$ cat src/rtl/i2cmra_pkg.sv
package i2cmra_pkg;

    localparam logic [1:0] ACT_QUEUE = 2'd0;
    localparam logic [1:0] ACT_START = 2'd1;
    localparam logic [1:0] ACT_TICK  = 2'd2;

    localparam logic [1:0] STS_OK     = 2'd0;
    localparam logic [1:0] STS_NACK   = 2'd1;
    localparam logic [1:0] STS_OVERLEN = 2'd2;

    localparam logic REG_PHASE_TICKS = 1'b0;
    localparam logic REG_ACK_TIMEOUT = 1'b1;

    localparam int IN_DATA_W  = 40;
    localparam int OUT_DATA_W = 16;

    typedef struct packed {
        logic [1:0] action;
        logic [6:0] dev_addr;
        logic [7:0] reg_addr;
        logic       is_read;
        logic [7:0] length;
        logic [7:0] wr_data;
        logic       sda_in;
    } item_t;

    typedef struct packed {
        logic       scl_out;
        logic       sda_out;
        logic       busy_res;
        logic [7:0] rd_data;
        logic       rd_valid;
        logic       rd_last;
        logic       done_res;
        logic [1:0] status;
    } result_t;

endpackage

$ cat src/rtl/i2cmra_ctrl.sv
module i2cmra_ctrl #(
    parameter int BUF_DEPTH = 16
) (
    input  logic               clk,
    input  logic               rst_n,
    input  logic               in_fire,
    input  i2cmra_pkg::item_t  item,
    input  logic               cfg_we,
    input  logic               cfg_addr,
    input  logic [7:0]         cfg_wdata,
    output i2cmra_pkg::result_t res
);
    import i2cmra_pkg::*;

    localparam int AW = (BUF_DEPTH > 1) ? $clog2(BUF_DEPTH) : 1;
    localparam int FW = $clog2(BUF_DEPTH + 1);
    localparam int CW = (FW > 8) ? FW : 8;

    typedef enum logic [4:0] {
        S_IDLE, S_ST_SDA_HI, S_ST_SCL_HI, S_ST_SDA_LO, S_ST_SCL_LO,
        S_TX_SCL_LO, S_TX_SDA, S_TX_SCL_HI, S_TX_END,
        S_ACK_REL, S_ACK_SCL_HI, S_ACK_SCL_LO,
        S_RX_SCL_LO, S_RX_SCL_HI, S_RX_END,
        S_MA_SDA, S_MA_SCL_HI, S_MA_SCL_LO,
        S_SP_SCL_LO, S_SP_SDA_LO, S_SP_SCL_HI, S_SP_SDA_HI
    } state_t;

    typedef enum logic [1:0] {
        R_ADDR_WR, R_REG, R_DATA, R_ADDR_RD
    } role_t;

    state_t        state_reg, state_next, go_st;
    role_t         role_reg, role_next;
    logic [7:0]    phase_ticks_reg, phase_ticks_next;
    logic [7:0]    ack_timeout_reg, ack_timeout_next;
    logic [7:0]    phase_count_reg, phase_count_next;
    logic [3:0]    bit_count_reg, bit_count_next;
    logic [7:0]    shift_reg_reg, shift_reg_next;
    logic [7:0]    byte_count_reg, byte_count_next;
    logic [7:0]    timeout_count_reg, timeout_count_next;
    logic [FW-1:0] write_fill_reg, write_fill_next;
    logic [6:0]    held_dev_addr_reg, held_dev_addr_next;
    logic [7:0]    held_reg_addr_reg, held_reg_addr_next;
    logic          held_is_read_reg, held_is_read_next;
    logic [7:0]    held_length_reg, held_length_next;
    logic          scl_level_reg, scl_level_next;
    logic          sda_level_reg, sda_level_next;
    logic          err_flag_reg, err_flag_next;

    logic [7:0]    mem [BUF_DEPTH];
    logic [7:0]    prefetch_reg;
    logic [7:0]    pf_sum;
    logic [AW-1:0] pf_addr;
    logic          mem_we;

    logic [7:0]    hold;
    logic          rx_last;
    logic          go;
    logic          rd_v;
    logic          rd_l;
    logic          done;
    logic [1:0]    status;

    assign hold    = (phase_ticks_reg != 8'd0) ? phase_ticks_reg : 8'd1;
    assign rx_last = ({1'b0, byte_count_reg} + 9'd1) >= {1'b0, held_length_reg};

    // the next data byte is prefetched from the queue into a register ahead of the ack that sends it
    assign pf_sum  = byte_count_reg + 8'd1;
    assign pf_addr = (role_reg == R_DATA) ? pf_sum[AW-1:0] : '0;
    assign mem_we  = in_fire && (item.action == ACT_QUEUE) && (state_reg == S_IDLE)
                     && (write_fill_reg < FW'(BUF_DEPTH));

    always_ff @(posedge clk)
    begin
        if (mem_we)
        begin
            mem[write_fill_reg[AW-1:0]] <= item.wr_data;
        end
        prefetch_reg <= mem[pf_addr];
    end

    always_comb
    begin
        state_next         = state_reg;
        role_next          = role_reg;
        phase_ticks_next   = phase_ticks_reg;
        ack_timeout_next   = ack_timeout_reg;
        phase_count_next   = phase_count_reg;
        bit_count_next     = bit_count_reg;
        shift_reg_next     = shift_reg_reg;
        byte_count_next    = byte_count_reg;
        timeout_count_next = timeout_count_reg;
        write_fill_next    = write_fill_reg;
        held_dev_addr_next = held_dev_addr_reg;
        held_reg_addr_next = held_reg_addr_reg;
        held_is_read_next  = held_is_read_reg;
        held_length_next   = held_length_reg;
        scl_level_next     = scl_level_reg;
        sda_level_next     = sda_level_reg;
        err_flag_next      = err_flag_reg;
        go                 = 1'b0;
        go_st              = S_IDLE;
        rd_v               = 1'b0;
        rd_l               = 1'b0;
        done               = 1'b0;
        status             = STS_OK;

        if (cfg_we)
        begin
            unique case (cfg_addr)
                REG_PHASE_TICKS: phase_ticks_next = cfg_wdata;
                REG_ACK_TIMEOUT: ack_timeout_next = cfg_wdata;
                default: ;
            endcase
        end

        if (in_fire)
        begin
            unique case (item.action)
                ACT_QUEUE:
                begin
                    if (mem_we)
                    begin
                        write_fill_next = write_fill_reg + FW'(1);
                    end
                end
                ACT_START:
                begin
                    if (state_reg == S_IDLE)
                    begin
                        held_dev_addr_next = item.dev_addr;
                        held_reg_addr_next = item.reg_addr;
                        held_is_read_next  = item.is_read;
                        held_length_next   = item.length;
                        if (!item.is_read && (CW'(item.length) > CW'(write_fill_reg)))
                        begin
                            done   = 1'b1;
                            status = STS_OVERLEN;
                        end
                        else
                        begin
                            role_next          = R_ADDR_WR;
                            err_flag_next      = 1'b0;
                            byte_count_next    = 8'd0;
                            bit_count_next     = 4'd0;
                            timeout_count_next = 8'd0;
                            go                 = 1'b1;
                            go_st              = S_ST_SDA_HI;
                        end
                    end
                end
                ACT_TICK:
                begin
                    if (state_reg != S_IDLE)
                    begin
                        if (phase_count_reg > 8'd1)
                        begin
                            phase_count_next = phase_count_reg - 8'd1;
                        end
                        else
                        begin
                            go = 1'b1;
                            case (state_reg)
                                S_ST_SDA_HI: go_st = S_ST_SCL_HI;
                                S_ST_SCL_HI: go_st = S_ST_SDA_LO;
                                S_ST_SDA_LO: go_st = S_ST_SCL_LO;
                                S_ST_SCL_LO:
                                begin
                                    shift_reg_next = {held_dev_addr_reg,
                                                      role_reg == R_ADDR_RD};
                                    bit_count_next = 4'd0;
                                    go_st          = S_TX_SCL_LO;
                                end
                                S_TX_SCL_LO: go_st = S_TX_SDA;
                                S_TX_SDA:    go_st = S_TX_SCL_HI;
                                S_TX_SCL_HI:
                                begin
                                    shift_reg_next = {shift_reg_reg[6:0], 1'b0};
                                    bit_count_next = bit_count_reg + 4'd1;
                                    go_st = (bit_count_next >= 4'd8) ? S_TX_END : S_TX_SCL_LO;
                                end
                                S_TX_END: go_st = S_ACK_REL;
                                S_ACK_REL:
                                begin
                                    timeout_count_next = 8'd0;
                                    go_st              = S_ACK_SCL_HI;
                                end
                                S_ACK_SCL_HI:
                                begin
                                    if ((role_reg == R_ADDR_WR || role_reg == R_ADDR_RD)
                                        && item.sda_in)
                                    begin
                                        timeout_count_next = timeout_count_reg + 8'd1;
                                        if (timeout_count_next >= ack_timeout_reg)
                                        begin
                                            err_flag_next = 1'b1;
                                            go_st         = S_SP_SCL_LO;
                                        end
                                        else
                                        begin
                                            go               = 1'b0;
                                            phase_count_next = hold;
                                        end
                                    end
                                    else
                                    begin
                                        go_st = S_ACK_SCL_LO;
                                    end
                                end
                                S_ACK_SCL_LO:
                                begin
                                    case (role_reg)
                                        R_ADDR_WR:
                                        begin
                                            role_next      = R_REG;
                                            shift_reg_next = held_reg_addr_reg;
                                            bit_count_next = 4'd0;
                                            go_st          = S_TX_SCL_LO;
                                        end
                                        R_REG:
                                        begin
                                            if (held_length_reg == 8'd0)
                                            begin
                                                go_st = S_SP_SCL_LO;
                                            end
                                            else if (held_is_read_reg)
                                            begin
                                                role_next = R_ADDR_RD;
                                                go_st     = S_ST_SDA_HI;
                                            end
                                            else
                                            begin
                                                byte_count_next = 8'd0;
                                                role_next       = R_DATA;
                                                shift_reg_next  = prefetch_reg;
                                                bit_count_next  = 4'd0;
                                                go_st           = S_TX_SCL_LO;
                                            end
                                        end
                                        R_DATA:
                                        begin
                                            byte_count_next = byte_count_reg + 8'd1;
                                            if (byte_count_next < held_length_reg)
                                            begin
                                                shift_reg_next = prefetch_reg;
                                                bit_count_next = 4'd0;
                                                go_st          = S_TX_SCL_LO;
                                            end
                                            else
                                            begin
                                                go_st = S_SP_SCL_LO;
                                            end
                                        end
                                        default:
                                        begin
                                            byte_count_next = 8'd0;
                                            bit_count_next  = 4'd0;
                                            shift_reg_next  = 8'd0;
                                            go_st           = S_RX_SCL_LO;
                                        end
                                    endcase
                                end
                                S_RX_SCL_LO: go_st = S_RX_SCL_HI;
                                S_RX_SCL_HI:
                                begin
                                    shift_reg_next = {shift_reg_reg[6:0], item.sda_in};
                                    bit_count_next = bit_count_reg + 4'd1;
                                    if (bit_count_next >= 4'd8)
                                    begin
                                        rd_v  = 1'b1;
                                        rd_l  = rx_last;
                                        go_st = S_RX_END;
                                    end
                                    else
                                    begin
                                        go_st = S_RX_SCL_LO;
                                    end
                                end
                                S_RX_END:    go_st = S_MA_SDA;
                                S_MA_SDA:    go_st = S_MA_SCL_HI;
                                S_MA_SCL_HI: go_st = S_MA_SCL_LO;
                                S_MA_SCL_LO:
                                begin
                                    byte_count_next = byte_count_reg + 8'd1;
                                    if (byte_count_next < held_length_reg)
                                    begin
                                        bit_count_next = 4'd0;
                                        shift_reg_next = 8'd0;
                                        go_st          = S_RX_SCL_LO;
                                    end
                                    else
                                    begin
                                        go_st = S_SP_SCL_LO;
                                    end
                                end
                                S_SP_SCL_LO: go_st = S_SP_SDA_LO;
                                S_SP_SDA_LO: go_st = S_SP_SCL_HI;
                                S_SP_SCL_HI: go_st = S_SP_SDA_HI;
                                default:
                                begin
                                    // end of stop: back to idle, queue emptied
                                    go               = 1'b0;
                                    state_next       = S_IDLE;
                                    phase_count_next = 8'd0;
                                    write_fill_next  = '0;
                                    done             = 1'b1;
                                end
                            endcase
                            if (done)
                            begin
                                status = err_flag_next ? STS_NACK : STS_OK;
                            end
                        end
                    end
                end
                default: ;
            endcase
        end

        // pin levels set on entry to each step
        if (go)
        begin
            state_next       = go_st;
            phase_count_next = hold;
            case (go_st)
                S_ST_SDA_HI, S_ACK_REL, S_SP_SDA_HI: sda_level_next = 1'b1;
                S_ST_SCL_HI, S_TX_SCL_HI, S_ACK_SCL_HI,
                S_RX_SCL_HI, S_MA_SCL_HI, S_SP_SCL_HI: scl_level_next = 1'b1;
                S_ST_SDA_LO, S_SP_SDA_LO: sda_level_next = 1'b0;
                S_TX_SDA: sda_level_next = shift_reg_next[7];
                S_RX_SCL_LO:
                begin
                    scl_level_next = 1'b0;
                    sda_level_next = 1'b1;
                end
                S_MA_SDA: sda_level_next = rx_last;
                default: scl_level_next = 1'b0;
            endcase
        end

        res.scl_out  = scl_level_next;
        res.sda_out  = sda_level_next;
        res.busy_res = (state_next != S_IDLE);
        res.rd_data  = rd_v ? shift_reg_next : 8'd0;
        res.rd_valid = rd_v;
        res.rd_last  = rd_v && rd_l;
        res.done_res = done;
        res.status   = status;
    end

    always_ff @(posedge clk or negedge rst_n)
    begin
        if (!rst_n)
        begin
            state_reg         <= S_IDLE;
            role_reg          <= R_ADDR_WR;
            phase_ticks_reg   <= 8'd1;
            ack_timeout_reg   <= 8'd5;
            phase_count_reg   <= 8'd0;
            bit_count_reg     <= 4'd0;
            shift_reg_reg     <= 8'd0;
            byte_count_reg    <= 8'd0;
            timeout_count_reg <= 8'd0;
            write_fill_reg    <= '0;
            held_dev_addr_reg <= 7'd0;
            held_reg_addr_reg <= 8'd0;
            held_is_read_reg  <= 1'b0;
            held_length_reg   <= 8'd0;
            scl_level_reg     <= 1'b1;
            sda_level_reg     <= 1'b1;
            err_flag_reg      <= 1'b0;
        end
        else
        begin
            state_reg         <= state_next;
            role_reg          <= role_next;
            phase_ticks_reg   <= phase_ticks_next;
            ack_timeout_reg   <= ack_timeout_next;
            phase_count_reg   <= phase_count_next;
            bit_count_reg     <= bit_count_next;
            shift_reg_reg     <= shift_reg_next;
            byte_count_reg    <= byte_count_next;
            timeout_count_reg <= timeout_count_next;
            write_fill_reg    <= write_fill_next;
            held_dev_addr_reg <= held_dev_addr_next;
            held_reg_addr_reg <= held_reg_addr_next;
            held_is_read_reg  <= held_is_read_next;
            held_length_reg   <= held_length_next;
            scl_level_reg     <= scl_level_next;
            sda_level_reg     <= sda_level_next;
            err_flag_reg      <= err_flag_next;
        end
    end

`ifndef SYNTHESIS
    a_phase_nonzero: assert property (@(posedge clk) disable iff (!rst_n)
        state_reg != S_IDLE |-> phase_count_reg != 8'd0)
        else $error("phase counter empty while busy");

    a_fill_bound: assert property (@(posedge clk) disable iff (!rst_n)
        write_fill_reg <= FW'(BUF_DEPTH))
        else $error("write queue overfilled");

    a_done_idle: assert property (@(posedge clk) disable iff (!rst_n)
        in_fire && res.done_res |=> state_reg == S_IDLE)
        else $error("done without returning to idle");
`endif

endmodule

$ cat src/rtl/i2cmra_obuf.sv
module i2cmra_obuf (
    input  logic                clk,
    input  logic                rst_n,
    input  logic                in_valid,
    output logic                in_ready,
    input  i2cmra_pkg::result_t in_res,
    output logic                out_valid,
    input  logic                out_ready,
    output i2cmra_pkg::result_t out_res
);
    import i2cmra_pkg::*;

    logic    out_valid_reg, out_valid_next;
    logic    skid_valid_reg, skid_valid_next;
    result_t out_res_reg;
    result_t skid_res_reg;
    logic    load_out;
    logic    load_skid;
    logic    pop_skid;

    assign in_ready  = !skid_valid_reg;
    assign out_valid = out_valid_reg;
    assign out_res   = out_res_reg;

    assign pop_skid  = skid_valid_reg && out_ready;
    assign load_out  = !skid_valid_reg && in_valid && (!out_valid_reg || out_ready);
    assign load_skid = !skid_valid_reg && in_valid && out_valid_reg && !out_ready;

    always_comb
    begin
        out_valid_next  = out_valid_reg;
        skid_valid_next = skid_valid_reg;
        if (pop_skid)
        begin
            skid_valid_next = 1'b0;
        end
        else if (load_out)
        begin
            out_valid_next = 1'b1;
        end
        else if (load_skid)
        begin
            skid_valid_next = 1'b1;
        end
        else if (!skid_valid_reg && out_ready)
        begin
            out_valid_next = 1'b0;
        end
    end

    always_ff @(posedge clk or negedge rst_n)
    begin
        if (!rst_n)
        begin
            out_valid_reg  <= 1'b0;
            skid_valid_reg <= 1'b0;
        end
        else
        begin
            out_valid_reg  <= out_valid_next;
            skid_valid_reg <= skid_valid_next;
        end
    end

    always_ff @(posedge clk)
    begin
        if (pop_skid)
        begin
            out_res_reg <= skid_res_reg;
        end
        else if (load_out)
        begin
            out_res_reg <= in_res;
        end
        if (load_skid)
        begin
            skid_res_reg <= in_res;
        end
    end

endmodule

$ cat src/rtl/i2c_master_register_access_unit.sv
// A result beat is registered in the output stage before it leaves on m_axis.
// Throughput: a beat per cycle unless stalled; each is one full controller step.
// A two-entry output stage keeps input open for one beat while m_axis stalls.
// Reset (rst_n low, async): controller idle, SCL/SDA released, write queue empty,
// phase_ticks = 1, ack_timeout = 5, output stage empty.
module i2c_master_register_access_unit #(
    parameter int BUF_DEPTH = 16
) (
    input  logic        clk,
    input  logic        rst_n,
    input  logic        s_axis_tvalid,
    output logic        s_axis_tready,
    // dev_addr[6:0], reg_addr[14:7], is_read[15], length[23:16],
    // wr_data[31:24], sda_in[32], zero[39:33]
    input  logic [39:0] s_axis_tdata,
    // action[1:0]
    input  logic [1:0]  s_axis_tuser,
    output logic        m_axis_tvalid,
    input  logic        m_axis_tready,
    // scl_out[0], sda_out[1], busy_res[2], rd_data[10:3], rd_valid[11],
    // done_res[12], status[14:13], zero[15]
    output logic [15:0] m_axis_tdata,
    output logic        m_axis_tlast,
    input  logic        cfg_we,
    input  logic        cfg_addr,
    input  logic [7:0]  cfg_wdata
);
    import i2cmra_pkg::*;

    item_t   item;
    result_t res;
    result_t out_res;
    logic    in_fire;

    assign in_fire = s_axis_tvalid && s_axis_tready;

    assign item.action   = s_axis_tuser;
    assign item.dev_addr = s_axis_tdata[6:0];
    assign item.reg_addr = s_axis_tdata[14:7];
    assign item.is_read  = s_axis_tdata[15];
    assign item.length   = s_axis_tdata[23:16];
    assign item.wr_data  = s_axis_tdata[31:24];
    assign item.sda_in   = s_axis_tdata[32];

    i2cmra_ctrl #(
        .BUF_DEPTH (BUF_DEPTH)
    ) u_ctrl (
        .clk       (clk),
        .rst_n     (rst_n),
        .in_fire   (in_fire),
        .item      (item),
        .cfg_we    (cfg_we),
        .cfg_addr  (cfg_addr),
        .cfg_wdata (cfg_wdata),
        .res       (res)
    );

    i2cmra_obuf u_obuf (
        .clk       (clk),
        .rst_n     (rst_n),
        .in_valid  (s_axis_tvalid),
        .in_ready  (s_axis_tready),
        .in_res    (res),
        .out_valid (m_axis_tvalid),
        .out_ready (m_axis_tready),
        .out_res   (out_res)
    );

    assign m_axis_tdata = {1'b0, out_res.status, out_res.done_res, out_res.rd_valid,
                           out_res.rd_data, out_res.busy_res, out_res.sda_out,
                           out_res.scl_out};
    assign m_axis_tlast = out_res.rd_last;

endmodule
$ cat config.mk
export PLATFORM = sky130hd
export DESIGN_NAME = i2c_master_register_access_unit
export DESIGN_NICKNAME = d
export VERILOG_FILES = /design/src/rtl/i2cmra_pkg.sv /design/src/rtl/i2cmra_ctrl.sv /design/src/rtl/i2cmra_obuf.sv /design/src/rtl/i2c_master_register_access_unit.sv
export SDC_FILE = /design/constraint.sdc
export NUM_CORES = 1
export LEC_CHECK = 0
export BUFFER_PORTS_ARGS = -buffer_cell sky130_fd_sc_hd__buf_4
export CAP_MARGIN = 30
export CORE_ASPECT_RATIO = 1.5
export CORE_MARGIN = 3
export CORE_UTILIZATION = 57
export CTS_BUF_LIST = sky130_fd_sc_hd__clkbuf_8
export DETAILED_ROUTE_END_ITERATION = 8
export GPL_TIMING_DRIVEN = 0
export PLACE_DENSITY = 0.77
export SYNTH_ARGS = -nofsm -noshare
export SYNTH_HDL_FRONTEND = slang
export SYNTH_SLANG_ARGS = --single-unit
$ cat constraint.sdc
create_clock -name clk -period 3.5 [get_ports clk]
set_input_delay 0.175 -clock clk [delete_from_list [all_inputs] [get_ports clk]]
set_output_delay 0.175 -clock clk [all_outputs]
set_load 0.005 [all_outputs]
# After elaboration in Yosys (flattened, before gate mapping)
# Memories as Yosys holds them, arrays and structs flattened. A register that Yosys moved wholly into a read port is not among the register bits.
# Index checks and enable logic that the tools add are counted.
dict set report classes {
  bitwise 2
  mux 147
  eq_ne 60
  addsub 6
  order_cmp 7
  reduce_logical 52
}
# cell count
set ops {}
lappend ops {{8-bit 2-to-1 mux} 26}
lappend ops {{5-bit case mux with 20 select lines} 1}
lappend ops {{5-bit 2-to-1 mux} 19}
lappend ops {{8-bit case mux with 2 select lines} 5}
lappend ops {{5-bit by 4-bit == test with 1-bit output, second input constant} 13}
lappend ops {{1-bit 2-to-1 mux} 53}
lappend ops {{8-bit case mux with 3 select lines} 2}
lappend ops {{5-bit == test, second input constant} 9}
lappend ops {{8-bit case mux with 5 select lines} 1}
lappend ops {{4-bit 2-to-1 mux} 9}
lappend ops {{16-bit 2-to-1 mux} 2}
lappend ops {{5-bit by 3-bit == test with 1-bit output, second input constant} 6}
lappend ops {{2-bit 2-to-1 mux} 13}
lappend ops {{5-bit by 2-bit == test with 1-bit output, second input constant} 4}
lappend ops {{5-bit case mux with 2 select lines} 2}
lappend ops {{20-bit OR reduction} 1}
lappend ops {{19-bit OR reduction} 1}
lappend ops {{6-bit AND reduction} 3}
lappend ops {{9-bit AND reduction} 2}
lappend ops {{8-bit by 1-bit adder with 8-bit output, second input constant} 2}
lappend ops {{4-bit case mux with 2 select lines} 2}
lappend ops {{4-bit case mux with 4 select lines} 1}
lappend ops {{2-bit nonzero test} 8}
lappend ops {{5-bit case mux with 3 select lines} 1}
lappend ops {{44 further kinds} 88}
dict set report totals {
  memories 1
  wordCells 310
  ramBits 128
  ff_bits 125
  output_inout_bits 19
  in_bits 56
}
# memory depth width read_ports rd_clocked_by_memory_dff write_ports line
set mem_list {}
lappend mem_list {u_ctrl.mem 16 8 1 1 1 i2cmra_ctrl.sv:50} ;# logic [7:0] mem [BUF_DEPTH];

# Depth between registers and ports, before layout
dict set report logic_depth {
  depth_word 17
  ltp_mapped 16
  mapped_depth_nobuf 14
}

# By module
# Synthesis repeated with hierarchy kept, for this count alone.
dict set report unflattened {
  hier_cells 1031
  hier_area_um2 12705.9
}
# module cells_each instances area_each_um2 seq_area_each_um2
set by_module_without_submodules {}
lappend by_module_without_submodules {i2cmra_ctrl 968 1 11384.7 6287.3}
lappend by_module_without_submodules {i2cmra_obuf 60 1 1303.8 1011.0}
lappend by_module_without_submodules {i2c_master_register_access_unit 3 1 17.5 0.0}

# Least setup slack after synthesis
# OpenSTA, ideal clock, no wires.
dict set report synth_timing {
  path_type {register to register}
  from {register u_ctrl.byte_count_reg[0]}
  to {register u_obuf.out_res_reg (netlist bit u_obuf.out_res[13]) (data pin)}
  required_time_ns 3.240
  slack_ns -0.250
  n_path_buf 2
  period_less_slack_ns 3.750
  stages_incl_launch_ff 16
  arrival_ns 3.490
  setup_ns 0.260
  cell_sequence {dfrtp_1 > clkbuf_1 > nand2_1 > nor2_1 > xor2_1 > ha_1 > a211oi_1 > o21ai_1 > and3b_1 > o21ai_1 > or2_0 > buf_2 > a32o_1 > nor2_1 > or4b_4 > mux2_2}
}
# element line
set synth_lines {}
lappend synth_lines {{start, declared} i2cmra_ctrl.sv:39} ;# logic [7:0] byte_count_reg, byte_count_next;
lappend synth_lines {{start signal, assigned} i2cmra_ctrl.sv:382} ;# byte_count_reg <= byte_count_next;
lappend synth_lines {{end signal, assigned} i2cmra_obuf.sv:69} ;# out_res_reg <= skid_res_reg;
lappend synth_lines {{end signal, assigned} i2cmra_obuf.sv:73} ;# out_res_reg <= in_res;
lappend synth_lines {{end, declared} i2cmra_obuf.sv:15} ;# result_t out_res_reg;

==> results.json <==
{
  "clk_path_buf_depth": 3,
  "synth_edf_count": 160,
  "hpwl_um": 23900,
  "final_area_um2": 15700,
  "num_vias": 9934,
  "dr.first_iter.drc_count": 602,
  "gp_congestion": 0.959,
  "r2r-start": "u_ctrl.timeout_count_reg[0]",
  "ir_worst_vdd_mv": 0.400,
  "antenna_left": 0,
  "tightest_slew_ns": 0.968,
  "num_io_pins": 75,
  "clock_skew_ns": 0.0292,
  "finalSetupViolations": 2,
  "rrSetupSlack_ns": -0.10,
  "first_global_vias": 10100,
  "clkSinkCount": 261,
  "cp_data_required_time_ns": 3.78,
  "hold_path.class": "in2async",
  "critPathKind": "reg2reg",
  "fmax_mhz": 278,
  "end_kind": "flop",
  "cts_tree": "yes",
  "fin_cells": 1609,
  "cts_root_buf": "clkbuf_8",
  "reg2reg_to": "u_obuf.out_res[13]",
  "slew_headroom_pct": 35.0,
  "async_reset_ff_share_pct": 35.6,
  "die_w_um": 129,
  "powerDensity_nw_per_um2": 466,
  "start_util_pct": 58.8,
  "cts_buffers": 40,
  "yosys_warnings": 0,
  "port_buffers": 66,
  "failed_checks": "setup timing",
  "wl_per_cell_um": 21.1,
  "syn_inst": 1118,
  "coreArea_um2": 22000,
  "antennaDiodeCount": 0,
  "postPlaceCellArea_um2": 13800,
  "status": "finished with violations",
  "wl_um": 34000,
  "final_cell_mix": "edfxtp_1, nand2_1, buf_4",
  "dp_cells": 1461,
  "largest_reg_flops": 128,
  "clk_pin_slew_ns": 0.07,
  "synth_ff_type": "edfxtp_1",
  "power_frac_clock_pct": 32.7,
  "die-area_um2": 24500,
  "grt_setup_unrepaired": "yes",
  "first_pass_iters": 7,
  "drv_cap": 0,
  "slew_viol_final": 0,
  "comb_power_share_pct": 17.0,
  "nets": 1402,
  "final.fill_count": 1550,
  "synth_seq_cells": 261,
  "syn_area_um2": 12900,
  "area_growth_pct": 21.4,
  "fin_crit_sh_pct": 103,
  "worstSetupStartpointType": "flop",
  "antenna_found_initial": 0,
  "synth.distinct_cells": 93,
  "fin_util_pct": 71.4,
  "grtUsageTotal_pct": 27.8,
  "drc": 0,
  "ys_seq_area_share_pct": 56.5,
  "overflow": 0,
  "r2r_cells": 12,
  "period_needed_ns": 3.60,
  "intPower_mw": 5.26,
  "htreeDepth": 2,
  "setup_slack_ns": -0.102,
  "post-place-ws_ns": -0.890,
  "syn_nets": 1212,
  "row_count": 66,
  "clkLatencyLatePin_ns": 0.55,
  "switchingPower_mw": 2.05,
  "die_h_um": 190,
  "holdWs_ns": 0.202,
  "arrival_ns": 3.88,
  "syn_area_per_cell_um2": 11.6,
  "viasPerCell": 6.17,
  "layout-drive-gt1-share_pct": 23.6,
  "final_common_cell": "edfxtp_1",
  "power_leakage_nw": 6.24,
  "p_sw_share_pct": 28.1,
  "grt_pass1_wl_um": 52700,
  "grt_max_degree": 51,
  "critPathMaxFanout": 3,
  "p_seq_share_pct": 50.3,
  "hold_viol_final": 0
}
worst max-delay path: stages (launching register included):
cell,delay (ns)
dfrtp_1,0.39
ha_2,0.22
nand3_2,0.13
nor2_4,0.17
xor2_2,0.09
ha_1,0.31
nand4_1,0.18
o311ai_4,0.39
a311oi_4,0.17
and2_4,0.19
a22o_1,0.26
or4b_4,0.56
mux2_4,0.28
Yosys cell counts, drive strengths merged (19+ instances only):
cell type  instances  area share (%)
edfxtp           160              37
nand2            130             3.8
dfrtp             88              17
o21ai             58             2.2
nor2              47             1.5
mux2              44             3.8
a211oi            42             2.5
a21oi             40             1.5
inv               39             1.1
ha                38             3.7
nor2b             37             1.8
clkbuf            36             1.1
nand3             29             1.1
buf               25             1.2
a21o              24             1.4
nor3              24             1.1
nand2b            19            0.92
kinds of logic after synthesis:
kind of cell,after synthesis,synth area share [%]
compound gates,287,16.0
xor+xnor,17,1.15
fa+ha+maj,39,3.77
buf+inv,100,3.35
flops,261,56.5
mux,52,4.74
other cells,1,0.0290
simple gates,361,14.5
what timing repair did:
item / 4_1_cts / 5_1_grt
setup buffers: 27 / 11
gates resized for setup: 46 / 31
hold endpoints to repair: 213 / 0
pin swaps: 20 / 23
hold buffers: 44 / 0
setup endpoints to repair: 49 / 33
per-layer routing:
layer	vias up	wire length, um	GRT usage (%)
met5	-	0	0
met3	143	1840	3.78
met1	4825	11900	30.3
li1	4561	-	-
met2	405	17700	49.2
met4	0	2530	18.8
worst max-delay path by stage:
stage | slack [ns] | start | to | cells past startpoint
2_1_floorplan | 0.006 | u_ctrl.timeout_count_reg[0] | u_obuf.out_res[13] | 15
3_3_place_gp | -0.87 | u_ctrl.byte_count_reg[0] | u_obuf.out_res[14] | 11
5_1_grt | -0.20 | u_ctrl.timeout_count_reg[1] | u_obuf.out_res[13] | 14
6_report | -0.10 | u_ctrl.timeout_count_reg[0] | u_obuf.out_res[13] | 12
3_5_place_dp | -0.89 | u_ctrl.byte_count_reg[0] | u_obuf.out_res[14] | 11
4_1_cts | -0.13 | u_ctrl.byte_count_reg[0] | u_obuf.out_res[13] | 15
area by class of cell:
cell class,instances,area (um2),area share (%)
buffer,56,277,1.76
clock buffer,47,647,4.12
clock inverter,24,111,0.710
inverter,39,146,0.933
multi-input combinational,757,5570,35.5
sequential,261,7300,46.5
tap,272,340,2.17
timing repair buffer,153,1290,8.25
power groups by stage:
stage / clock (mW) / sequential (mW) / combinational (mW)
detailed placement: 0 / 3.71 / 1.15
global placement: 0 / 3.70 / 1.12
CTS: 2.43 / 3.65 / 1.25
global route: 2.58 / 3.70 / 1.37
finish: 2.40 / 3.68 / 1.24
floorplan: 0 / 3.67 / 0.780
through the flow:
| stage | setup TNS (ns) | power (mW) |
|---|---|---|
| after floorplan | 0 | 4.45 |
| after global placement | -8.33 | 4.82 |
| after detailed placement | -9.08 | 4.87 |
| after CTS | -0.193 | 7.33 |
| after global routing | -0.504 | 7.65 |
| final | -0.136 | 7.31 |
Note: power is estimated with default switching activity, not from simulation.
